==> src/design/mmdkr_pkg.sv <==
// Shared types and constants for the memory map decoder with key ring.
// Used by the front decoder, the transaction queue, the back engine and the top level.
package mmdkr_pkg;

  localparam int ADDR_BITS    = 16;
  localparam int REGION_COUNT = 4;
  localparam int BUS_W        = 16;
  localparam int REGION_W     = 35;
  localparam int CFG_DATA_W   = 56;
  localparam int CFG_IDX_W    = 3;
  localparam int Q_DEPTH      = 2;
  localparam int Q_PTR_W      = $clog2(Q_DEPTH);
  localparam int Q_CNT_W      = $clog2(Q_DEPTH + 1);

  typedef logic [ADDR_BITS-1:0] addr_t;
  typedef logic [REGION_W-1:0]  region_t;
  typedef logic [2:0]           kind_t;

  // Configuration register indexes
  localparam logic [CFG_IDX_W-1:0] CFG_RUNNING = 3'd0;
  localparam logic [CFG_IDX_W-1:0] CFG_REGION0 = 3'd1;
  localparam logic [CFG_IDX_W-1:0] CFG_LAYOUT  = 3'd5;

  // Bus opcodes
  localparam logic [1:0] OP_READ  = 2'd0;
  localparam logic [1:0] OP_WRITE = 2'd1;
  localparam logic [1:0] OP_KEY   = 2'd2;

  // Region types
  localparam logic [1:0] RT_NONE = 2'd0;
  localparam logic [1:0] RT_ROM  = 2'd1;
  localparam logic [1:0] RT_RAM  = 2'd2;
  localparam logic [1:0] RT_IO   = 2'd3;

  // Result routes
  localparam logic [2:0] ROUTE_UNMAPPED = 3'd0;
  localparam logic [2:0] ROUTE_NONE     = 3'd1;
  localparam logic [2:0] ROUTE_MEM      = 3'd2;
  localparam logic [2:0] ROUTE_IO       = 3'd3;
  localparam logic [2:0] ROUTE_ROM_BLK  = 3'd4;
  localparam logic [2:0] ROUTE_KEY      = 3'd5;
  localparam logic [2:0] ROUTE_KEY_DROP = 3'd6;

  // Transaction kinds decided by the front decoder
  localparam kind_t KIND_ZERO    = 3'd0;
  localparam kind_t KIND_NONE    = 3'd1;
  localparam kind_t KIND_IO      = 3'd2;
  localparam kind_t KIND_ROM_BLK = 3'd3;
  localparam kind_t KIND_RD      = 3'd4;
  localparam kind_t KIND_WR      = 3'd5;
  localparam kind_t KIND_KEY     = 3'd6;

  typedef struct packed {
    logic [7:0]  last_idx;
    logic [15:0] base;
    logic [15:0] tail_addr;
    logic [15:0] head_addr;
  } ring_layout_t;

  typedef struct packed {
    kind_t      kind;
    logic       is_write;
    addr_t      addr;
    logic [7:0] data;
  } q_entry_t;

endpackage

==> src/design/mmdkr_front.sv <==
// Front decoder: accepts bus and key transactions and classifies them by region.
// Depends on mmdkr_pkg; feeds mmdkr_queue.
module mmdkr_front (
  input  logic                                                  in_valid,
  output logic                                                  in_stall,
  input  logic [1:0]                                            in_opcode,
  input  logic [15:0]                                           in_address,
  input  logic [7:0]                                            in_write_data,
  input  logic                                                  running,
  input  mmdkr_pkg::region_t [mmdkr_pkg::REGION_COUNT-1:0]      regions,
  output logic                                                  push_valid,
  input  logic                                                  push_stall,
  output mmdkr_pkg::q_entry_t                                   push_entry
);
  import mmdkr_pkg::*;

  addr_t            addr;
  logic [BUS_W-1:0] addr_ext;
  logic             hit;
  logic [1:0]       hit_type;
  logic [BUS_W+1:0] lim;
  kind_t            kind;

  assign addr     = in_address[ADDR_BITS-1:0];
  assign addr_ext = BUS_W'(addr);

  // Walk from lowest priority up so the first matching region wins
  always_comb begin
    hit      = 1'b0;
    hit_type = RT_NONE;
    lim      = '0;
    for (int i = REGION_COUNT - 1; i >= 0; i--) begin
      lim = {2'b00, regions[i][15:0]} + {1'b0, regions[i][32:16]};
      if ((addr_ext >= regions[i][15:0]) && ({2'b00, addr_ext} < lim)) begin
        hit      = 1'b1;
        hit_type = regions[i][34:33];
      end
    end
  end

  always_comb begin
    kind = KIND_ZERO;
    if (in_opcode == OP_KEY) begin
      kind = KIND_KEY;
    end else if ((in_opcode == OP_READ || in_opcode == OP_WRITE) && hit) begin
      case (hit_type)
        RT_NONE: kind = KIND_NONE;
        RT_IO:   kind = KIND_IO;
        default: begin
          if (in_opcode == OP_READ) kind = KIND_RD;
          else if (hit_type == RT_ROM && running) kind = KIND_ROM_BLK;
          else kind = KIND_WR;
        end
      endcase
    end
  end

  assign push_valid          = in_valid;
  assign in_stall            = push_stall;
  assign push_entry.kind     = kind;
  assign push_entry.is_write = (in_opcode == OP_WRITE);
  assign push_entry.addr     = addr;
  assign push_entry.data     = in_write_data;

endmodule

==> config.mk <==
export PLATFORM = sky130hd
export DESIGN_NAME = mmdkr_front
export DESIGN_NICKNAME = d
export VERILOG_FILES = /design/src/design/mmdkr_pkg.sv /design/src/design/mmdkr_front.sv
export SDC_FILE = /design/constraint.sdc
export NUM_CORES = 1
export LEC_CHECK = 0
export BUFFER_PORTS_ARGS = -buffer_cell sky130_fd_sc_hd__buf_2
export CAP_MARGIN = 15
export CORE_MARGIN = 3
export CORE_UTILIZATION = 59
export DETAILED_ROUTE_END_ITERATION = 7
export PLACE_DENSITY = 0.87
export SYNTH_ARGS = -nofsm -noshare
export SYNTH_HDL_FRONTEND = slang
export SYNTH_SLANG_ARGS = --single-unit
==> constraint.sdc <==
create_clock -name vclk -period 16.25
set_input_delay 3.25 -clock vclk [all_inputs]
set_output_delay 3.25 -clock vclk [all_outputs]
set_load 0.005 [all_outputs]
==> impl_results.md <==
- Fin crit share: 69.8%
- Area of the core region: 0.0100 mm2
- Initial core utilization: 62.2%
- Final critical path time including I/O delays and setup: 11.34 ns
- Synth cell count leaders: ha_1 (191), inv_1 (85), a21oi_1 (84)
- Final Non-Filler Cells: 1,090
- Die area: 0.0119 mm2
- Die X-Extent: 109 um
- Post-CTS Hold Fix Bufs: 0
- Fmax: 88.2 MHz
- Worst path slowest cell: o41ai_1
- Weighted congestion at the end of routability-driven global placement: 0.918
- Startpoint type of the worst setup path: input pin
- Slew @ Worst Pin: 0.581 ns
- Most frequent cell after synthesis: ha_1
- Setup crit end kind: output pin
- Post-CTS sizing: 0
- Instance count after placement with tap cells included: 1,090
- # port buffers: 179
- Worst setup slack after placement: 4.96 ns
- Number of antenna violations at the first check in global routing: 0
- Mapped Area: 0.00625 mm2
- Number of global-route vias before repair: 5,890
- Non-Filler Cell Area, Final: 0.00711 mm2
- First-pass GRT wire length: 25,400 um
- Die Y: 109 um
- Post-layout net count: 1,323
- Post-Syn Instances: 804
- Flip-flop and latch area: 0 um2
- Crit Path Max Fanout: 4
- Max-slew headroom: 60.3%
- Setup CP Type: in2out
- Pwr dens: 40.4 mW/mm2
- Number of pins with negative max-slew slack in the final report: 0
- Number of distinct standard cells referenced by the synthesized netlist: 67
- Avg Synthesized Cell Area: 7.77 um2
- Dominant cell type by area after synthesis: ha_1
- Setup WS post-layout: 4.91 ns
- Final-report setup violation count: 0
- Ant diodes: 0
- Overall power of the completed layout: 287 uW
- Congestion Overflow GR: 0
- Seq cells: 0
- Syn nets: 1,168
- Worst min-delay path class: in2out
- Status: finished clean
- Final-report hold violation count: 0
- Overall track demand over capacity in global routing: 25.6%
- Final total negative setup slack: 0 ns
- Instance area at placement: 0.00711 mm2
- Peak VDD IR: 0.0000221 V
- I/O Pins: 199
- End-of-flow core utilization: 70.8%
- Final ANT Viol Nets: 0
- Number of inserted filler cells in the final layout: 879
- Half-perimeter wire length after detailed placement: 14,300 um
- Post-detailed-route via-to-cell ratio: 5.82
- Post-CTS setup-driven buffer insertion count: 0
- CLK BUF: 0
- Synth top area cells: ha_1 (38%), a21oi_1 (6.7%), a21o_1 (5.6%)
- Longest individual stage delay on the worst path: 0.45 ns
- Unrepaired setup endpoints after global routing: false
- DRC violation count after routing: 0
- Post-synthesis sequential area ratio: 0%
- Min Hold Slack: 6.50 ns
- Total leakage power: 3.99 nW
- Average wire length per cell after detail routing: 14.6 um
- Pin count of the biggest net entering global routing: 10
- Worst Path Required: 13.00 ns
- Data arrival at the endpoint of the critical path: 8.09 ns
- Fraction of final layout cells with drive strength greater than 1: 21.3%
- Relative area change from synthesis to final layout: 13.9%
- Cell Chain, Critical Path: buf_2 > ha_1 > a211oi_1 > o21bai_1 > o41ai_1 > nand2_1 > a21o_1 > a21oi_1 > xor2_1 > ha_1 > a21o_1 > a21oi_1 > a21boi_0 > o21ai_0 > a221oi_1 > or2b_1 > o211ai_1 > mux2i_1 > a21o_1 > ha_1 > nor2b_1 > a41oi_1 > o31ai_2 > buf_2
- Fraction of synthesized cell area taken by the top area cell type: 38.3%
- Number of vias after detailed routing: 6,346
- DR iter-0 viols: 371
- Maximum capacitance violations: 0
- Aggregate routed wire length: 15,900 um
- Yosys warns: 0
- Number of rows created at floorplan: 36
- First-pass detailed-route iteration total: 5
## power breakdown
group / internal (mW) / leakage [nW] / switching (mW)
Sequential: 0 / 0 / 0
Clock: 0 / 0 / 0
Combinational: 0.134 / 3.99 / 0.153
## placed cells by master (no fill, tap or decap), drive strengths merged, types with 6 or more instances in the layout
cell / count
ha: 191
xor2: 33
nand2b: 20
a21o: 49
nand4: 15
nor2b: 6
a21oi: 84
o22ai: 6
o211ai: 8
nand3: 17
o21ai: 46
nand2: 31
nor2: 33
o21a: 13
nor3: 8
and4: 6
o31ai: 6
xnor2: 18
and3: 7
a211oi: 12
inv: 85
buf: 179
a2111oi: 6
o21bai: 6
## cells by family (layout without fill, tap and decap cells)
group | Yosys count | count (layout) | synth area share [%]
mux | 5 | 5 | 0.801
compound gates | 269 | 269 | 29.1
fa+ha+maj | 195 | 195 | 39.5
xor+xnor | 51 | 51 | 7.15
simple gates | 173 | 173 | 15.2
buf+inv | 111 | 264 | 8.23
## metal layers
| metal | vias up | wire (um) | track usage, % |
|---|---|---|---|
| li1 | 3295 | - | - |
| met1 | 2870 | 6910 | 31.6 |
| met2 | 157 | 7980 | 49.0 |
| met3 | 24 | 636 | 0.829 |
| met4 | 0 | 371 | 4.96 |
| met5 | - | 0 | 0 |
## path summary, 6_finish.rpt
| path | startpoint | to | slack (ns) | cells past startpoint |
|---|---|---|---|---|
| worst max-delay path | regions[71] | push_entry[26] | 4.91 | 24 |
| worst min-delay path | push_stall | in_stall | 6.50 | 0 |
## area by class of cell
type / count / area, um2 / area share, %
multi-input combinational: 693 / 5730 / 80.6
timing repair buffer: 179 / 896 / 12.6
inverter: 85 / 319 / 4.49
tap: 133 / 166 / 2.34
## critical path: cells and delay by family
kind | cells | cell delay [ns]
AOI/OAI and AO/OA | 14 | 2.89
xor gates and xnor gates | 1 | 0.17
adders and majority gates | 3 | 0.79
buffers and inverters | 2 | 0.24
muxes | 1 | 0.17
and+or+nand+nor | 3 | 0.56
No activity file was read; power rests on OpenSTA's default activity.
