===== src/design/mmdkr_pkg.sv =====
// Shared types and constants for the memory map decoder with key ring.
// Used by the front decoder, the transaction queue, the back engine and the top level.
package mmdkr_pkg;

  localparam int ADDR_BITS    = 16;
  localparam int REGION_COUNT = 4;
  localparam int BUS_W        = 16;
  localparam int REGION_W     = 35;
  localparam int CFG_DATA_W   = 56;
  localparam int CFG_IDX_W    = 3;
  localparam int Q_DEPTH      = 2;
  localparam int Q_PTR_W      = $clog2(Q_DEPTH);
  localparam int Q_CNT_W      = $clog2(Q_DEPTH + 1);

  typedef logic [ADDR_BITS-1:0] addr_t;
  typedef logic [REGION_W-1:0]  region_t;
  typedef logic [2:0]           kind_t;

  // Configuration register indexes
  localparam logic [CFG_IDX_W-1:0] CFG_RUNNING = 3'd0;
  localparam logic [CFG_IDX_W-1:0] CFG_REGION0 = 3'd1;
  localparam logic [CFG_IDX_W-1:0] CFG_LAYOUT  = 3'd5;

  // Bus opcodes
  localparam logic [1:0] OP_READ  = 2'd0;
  localparam logic [1:0] OP_WRITE = 2'd1;
  localparam logic [1:0] OP_KEY   = 2'd2;

  // Region types
  localparam logic [1:0] RT_NONE = 2'd0;
  localparam logic [1:0] RT_ROM  = 2'd1;
  localparam logic [1:0] RT_RAM  = 2'd2;
  localparam logic [1:0] RT_IO   = 2'd3;

  // Result routes
  localparam logic [2:0] ROUTE_UNMAPPED = 3'd0;
  localparam logic [2:0] ROUTE_NONE     = 3'd1;
  localparam logic [2:0] ROUTE_MEM      = 3'd2;
  localparam logic [2:0] ROUTE_IO       = 3'd3;
  localparam logic [2:0] ROUTE_ROM_BLK  = 3'd4;
  localparam logic [2:0] ROUTE_KEY      = 3'd5;
  localparam logic [2:0] ROUTE_KEY_DROP = 3'd6;

  // Transaction kinds decided by the front decoder
  localparam kind_t KIND_ZERO    = 3'd0;
  localparam kind_t KIND_NONE    = 3'd1;
  localparam kind_t KIND_IO      = 3'd2;
  localparam kind_t KIND_ROM_BLK = 3'd3;
  localparam kind_t KIND_RD      = 3'd4;
  localparam kind_t KIND_WR      = 3'd5;
  localparam kind_t KIND_KEY     = 3'd6;

  typedef struct packed {
    logic [7:0]  last_idx;
    logic [15:0] base;
    logic [15:0] tail_addr;
    logic [15:0] head_addr;
  } ring_layout_t;

  typedef struct packed {
    kind_t      kind;
    logic       is_write;
    addr_t      addr;
    logic [7:0] data;
  } q_entry_t;

endpackage


===== src/design/mmdkr_queue.sv =====
// Short transaction queue between the front decoder and the back engine.
// Depends on mmdkr_pkg for the entry type and depth.
module mmdkr_queue (
  input  logic                 clk,
  input  logic                 rst_n,
  input  logic                 push_valid,
  output logic                 push_stall,
  input  mmdkr_pkg::q_entry_t  push_entry,
  output logic                 pop_valid,
  input  logic                 pop_stall,
  output mmdkr_pkg::q_entry_t  pop_entry
);
  import mmdkr_pkg::*;

  q_entry_t           slot_r [Q_DEPTH];
  logic [Q_PTR_W-1:0] wptr_r, wptr_nxt;
  logic [Q_PTR_W-1:0] rptr_r, rptr_nxt;
  logic [Q_CNT_W-1:0] cnt_r, cnt_nxt;
  logic               push, pop;

  assign push_stall = (cnt_r == Q_CNT_W'(Q_DEPTH));
  assign pop_valid  = (cnt_r != '0);
  assign pop_entry  = slot_r[rptr_r];
  assign push       = push_valid && !push_stall;
  assign pop        = pop_valid && !pop_stall;

  always_comb begin
    wptr_nxt = push ? wptr_r + 1'b1 : wptr_r;
    rptr_nxt = pop ? rptr_r + 1'b1 : rptr_r;
    cnt_nxt  = cnt_r;
    if (push && !pop) cnt_nxt = cnt_r + 1'b1;
    else if (pop && !push) cnt_nxt = cnt_r - 1'b1;
  end

  always_ff @(posedge clk) begin
    if (!rst_n) begin
      wptr_r <= '0;
      rptr_r <= '0;
      cnt_r  <= '0;
    end else begin
      wptr_r <= wptr_nxt;
      rptr_r <= rptr_nxt;
      cnt_r  <= cnt_nxt;
    end
  end

  always_ff @(posedge clk) begin
    if (push) slot_r[wptr_r] <= push_entry;
  end

endmodule


===== config.mk =====
export PLATFORM = sky130hd
export DESIGN_NAME = mmdkr_queue
export DESIGN_NICKNAME = d
export VERILOG_FILES = /design/src/design/mmdkr_pkg.sv /design/src/design/mmdkr_queue.sv
export SDC_FILE = /design/constraint.sdc
export NUM_CORES = 1
export LEC_CHECK = 0
export BUFFER_PORTS_ARGS = -buffer_cell sky130_fd_sc_hd__buf_2
export CORE_ASPECT_RATIO = 1.5
export CORE_MARGIN = 2
export CORE_UTILIZATION = 50
export CTS_BUF_LIST = sky130_fd_sc_hd__clkbuf_4 sky130_fd_sc_hd__clkbuf_8
export DETAILED_ROUTE_END_ITERATION = 10
export PLACE_DENSITY_LB_ADDON = 0.25
export SLEW_MARGIN = 20
export SYNTH_ARGS = -nofsm -noshare
export SYNTH_HDL_FRONTEND = slang
export SYNTH_SLANG_ARGS = --single-unit

===== constraint.sdc =====
create_clock -name clk -period 5.9 [get_ports clk]
set_input_delay 0.295 -clock clk [delete_from_list [all_inputs] [get_ports clk]]
set_output_delay 0.295 -clock clk [all_outputs]
set_load 0.02 [all_outputs]

==> impl_metrics.toml <==
[synth]
synth_area_leaders = "edfxtp_1 75%, mux2_2 14%, dfxtp_1 4.4%, and2_1 0.83%, xnor2_1 0.78%"
synth_xor_area_frac = 0.0116
yosys_warnings = 0
avgSynthCellArea_um2 = 20.1
ys_seq_area_frac = 0.790
synth_nets = 145
synthCells = 112
muxShareOfSynthArea = 0.140
synth-simple-area-share = 0.0255
synth-seq-cells = 61
yosysTopAreaCellShare = 0.745
synth_top_family_by_area = "multiplexers"
synth-compound-area-share = 0.0155
synth_fa_ha_area_frac = 0.00555
synth_area_leader_cell = "edfxtp_1"
syn_area_um2 = 2260
ys_types = 21

[clock_tree]
clock_latency_ns = 0.32
hold_buffers = 0
numCtsBuffers = 9
cts_resized = 0
clock-sinks = 61
clockBufferDepth = 2
cts.clk_slew.worst_paths_ns = 0.06
postCtsSetupBuffers = 0
cts_tree = "done"
cts_max_level = 3
ctsRootBufferMaster = "clkbuf_8"

[timing]
setup_tns_ns = 0
slew_viol_final = 0
finalCritPeriodShare = 0.330
max_freq_mhz = 513
hold_viol = 0
rsz0062_at_grt = "no"
worst_pin_slew_ns = 0.663
fin_crit_ns = 1.95
slew_headroom = 0.558
report.final.setup_viol = 0
fin_skew_ns = 0.00684

[route]
wirelength_um = 3530
avgViaCountPerCell = 5.12
ant_nets = 0
drt_iter0_markers = 44
drc = 4
route.vias.total = 1198
firstDrtPassIters = 7
wl_per_cell_um = 15.1

[critical_path]
worst_r2r_path_depth = 6
r2r_setup_slack_ns = 4.28
cp_slowest_stage_delay_ns = 0.75
worstSetupStartpointType = "register"
path_max_fanout = 28
cp-end-kind = "primary output"
crit_arrival_ns = 1.65
cp.required_ns = 5.61
crit_slowest_cell = "dfxtp_2"
crit_chain = "mux2_2 > buf_2"
r2r-start = "cnt_r[0]"
path_class = "reg -> out"
reg2reg_to = "cnt_r[1]"

[die]
die-area_um2 = 5080
core_region_area_um2 = 4280
start_util = 0.527
io_pins = 62
core.rowCount = 29
die_width_um = 58.8
die_y_um = 86.3

[placement]
dp_hpwl_um = 2390
gp_congestion = 0.649
port_buffers = 61

[cells_and_area]
area_delta_synth_final_pct = 26.7
n_fill_cell = 311
final_common_cell = "buf_2"
diodes = 0
layout_common_cells = "61 x buf_2, 56 x edfxtp_1, 28 x mux2_2, 9 x clkbuf_8, 4 x dfxtp_1"
final_nets = 216
drive_gt1_frac = 0.580

[flow_run]
max_cap_violations = 0

[run_status]
violations = "DRC"
status = "finished, violations left"

[pwr]
finalPower_w = 0.00136
powerDensity_nw_per_um2 = 476
ir_worst_vdd_mv = 0.400
p_leak_nw = 1.11

[worst_hold_path]
hp-class = "in -> reg"
holdPathStages = 1
min_to = "slot_r[1][24]"
holdCritStartpoint = "push_entry[24]"

[global_route]
grt_pass1_vias = 1256
antenna_found_initial = 0
grt.overflow.total = 0
grt_max_degree = 29
track_usage = 0.150
grt_pass1_wl_um = 5450
-- stage by stage --
stage / setup slack [ns] / utilization / hold WS [ns] / cells / cell area, µm²
4_1_cts: 3.88 / 0.668 / 0.141 / 234 / 2860
6_report: 3.95 / 0.668 / 0.160 / 234 / 2860
3_3_place_gp: 3.85 / 0.612 / 0.484 / 218 / 2620
3_5_place_dp: 4.23 / 0.612 / 0.486 / 218 / 2620
5_1_grt: 3.85 / 0.668 / 0.142 / 234 / 2860
2_1_floorplan: 3.68 / - / 0.394 / 112 / 2260
-- flip-flops by register name, indices dropped and copies added (netlist names), named ones only --
name	flops
wptr_r	1
cnt_r	2
slot_r	56
rptr_r	1
-- layout make-up --
class | count | area, µm² | area share
multi-input combinational | 46 | 453 | 0.158
sequential | 61 | 1780 | 0.624
timing repair buffer | 63 | 320 | 0.112
clock inverter | 5 | 98.8 | 0.0346
clock buffer | 11 | 139 | 0.0486
inverter | 2 | 7.51 | 0.00263
tap | 46 | 57.6 | 0.0201
-- critical path, delay by kind of cell (launching register included) --
| family | cells | cell delay [ns] |
|---|---|---|
| mux | 1 | 0.41 |
| buf+inv | 1 | 0.16 |
| flops | 1 | 0.75 |
-- cell usage after synthesis --
library cell / n
or2_2: 1
dfxtp_1: 5
o21a_1: 1
nand2b_1: 1
and3_1: 1
buf_4: 2
inv_1: 2
a21boi_0: 1
ha_1: 1
buf_2: 1
or3_1: 1
xnor2_1: 2
nor2_1: 1
and2_1: 3
edfxtp_1: 56
nor3_2: 1
o21bai_1: 1
xor2_1: 1
mux2_2: 28
a21boi_1: 1
o21ai_0: 1
-- kinds of logic (layout without fill, tap and decap cells) --
group                    Yosys count  in the layout
AO/OA/AOI/OAI                      5              5
XOR/XNOR                           3              3
adder cells (fa/ha/maj)            1              1
buffers and inverters              5             81
AND/OR/NAND/NOR                    9              9
multiplexers                      28             28
flip-flops                        61             61
-- how the worst max path moves through the flow --
| stage | end | slack, ns | cells after the start |
|---|---|---|---|
| 2_1_floorplan | slot_r[0][0] | 3.68 | 3 |
| 3_3_place_gp | pop_entry[7] | 3.85 | 2 |
| 3_5_place_dp | pop_entry[7] | 4.23 | 2 |
| 4_1_cts | pop_entry[7] | 3.88 | 2 |
| 5_1_grt | pop_entry[17] | 3.85 | 2 |
| 6_report | pop_entry[1] | 3.95 | 2 |
-- routing by layer --
layer  up-vias  share of wire  routed length, µm  track usage
met2        44           0.56               1970        0.272
met4         0          0.013                 45       0.0682
met5         -              0                  0            0
li1        573              -                  -            -
met3         4          0.071                250       0.0642
met1       577           0.36               1260        0.139
-- power by group --
| part | internal, W | total, W | switching (W) |
|---|---|---|---|
| logic | 0.000149 | 0.000336 | 0.000186 |
| registers | 0.000546 | 0.000591 | 0.0000453 |
| clock network | 0.000288 | 0.000432 | 0.000144 |
(Power assumes the default switching activity.)
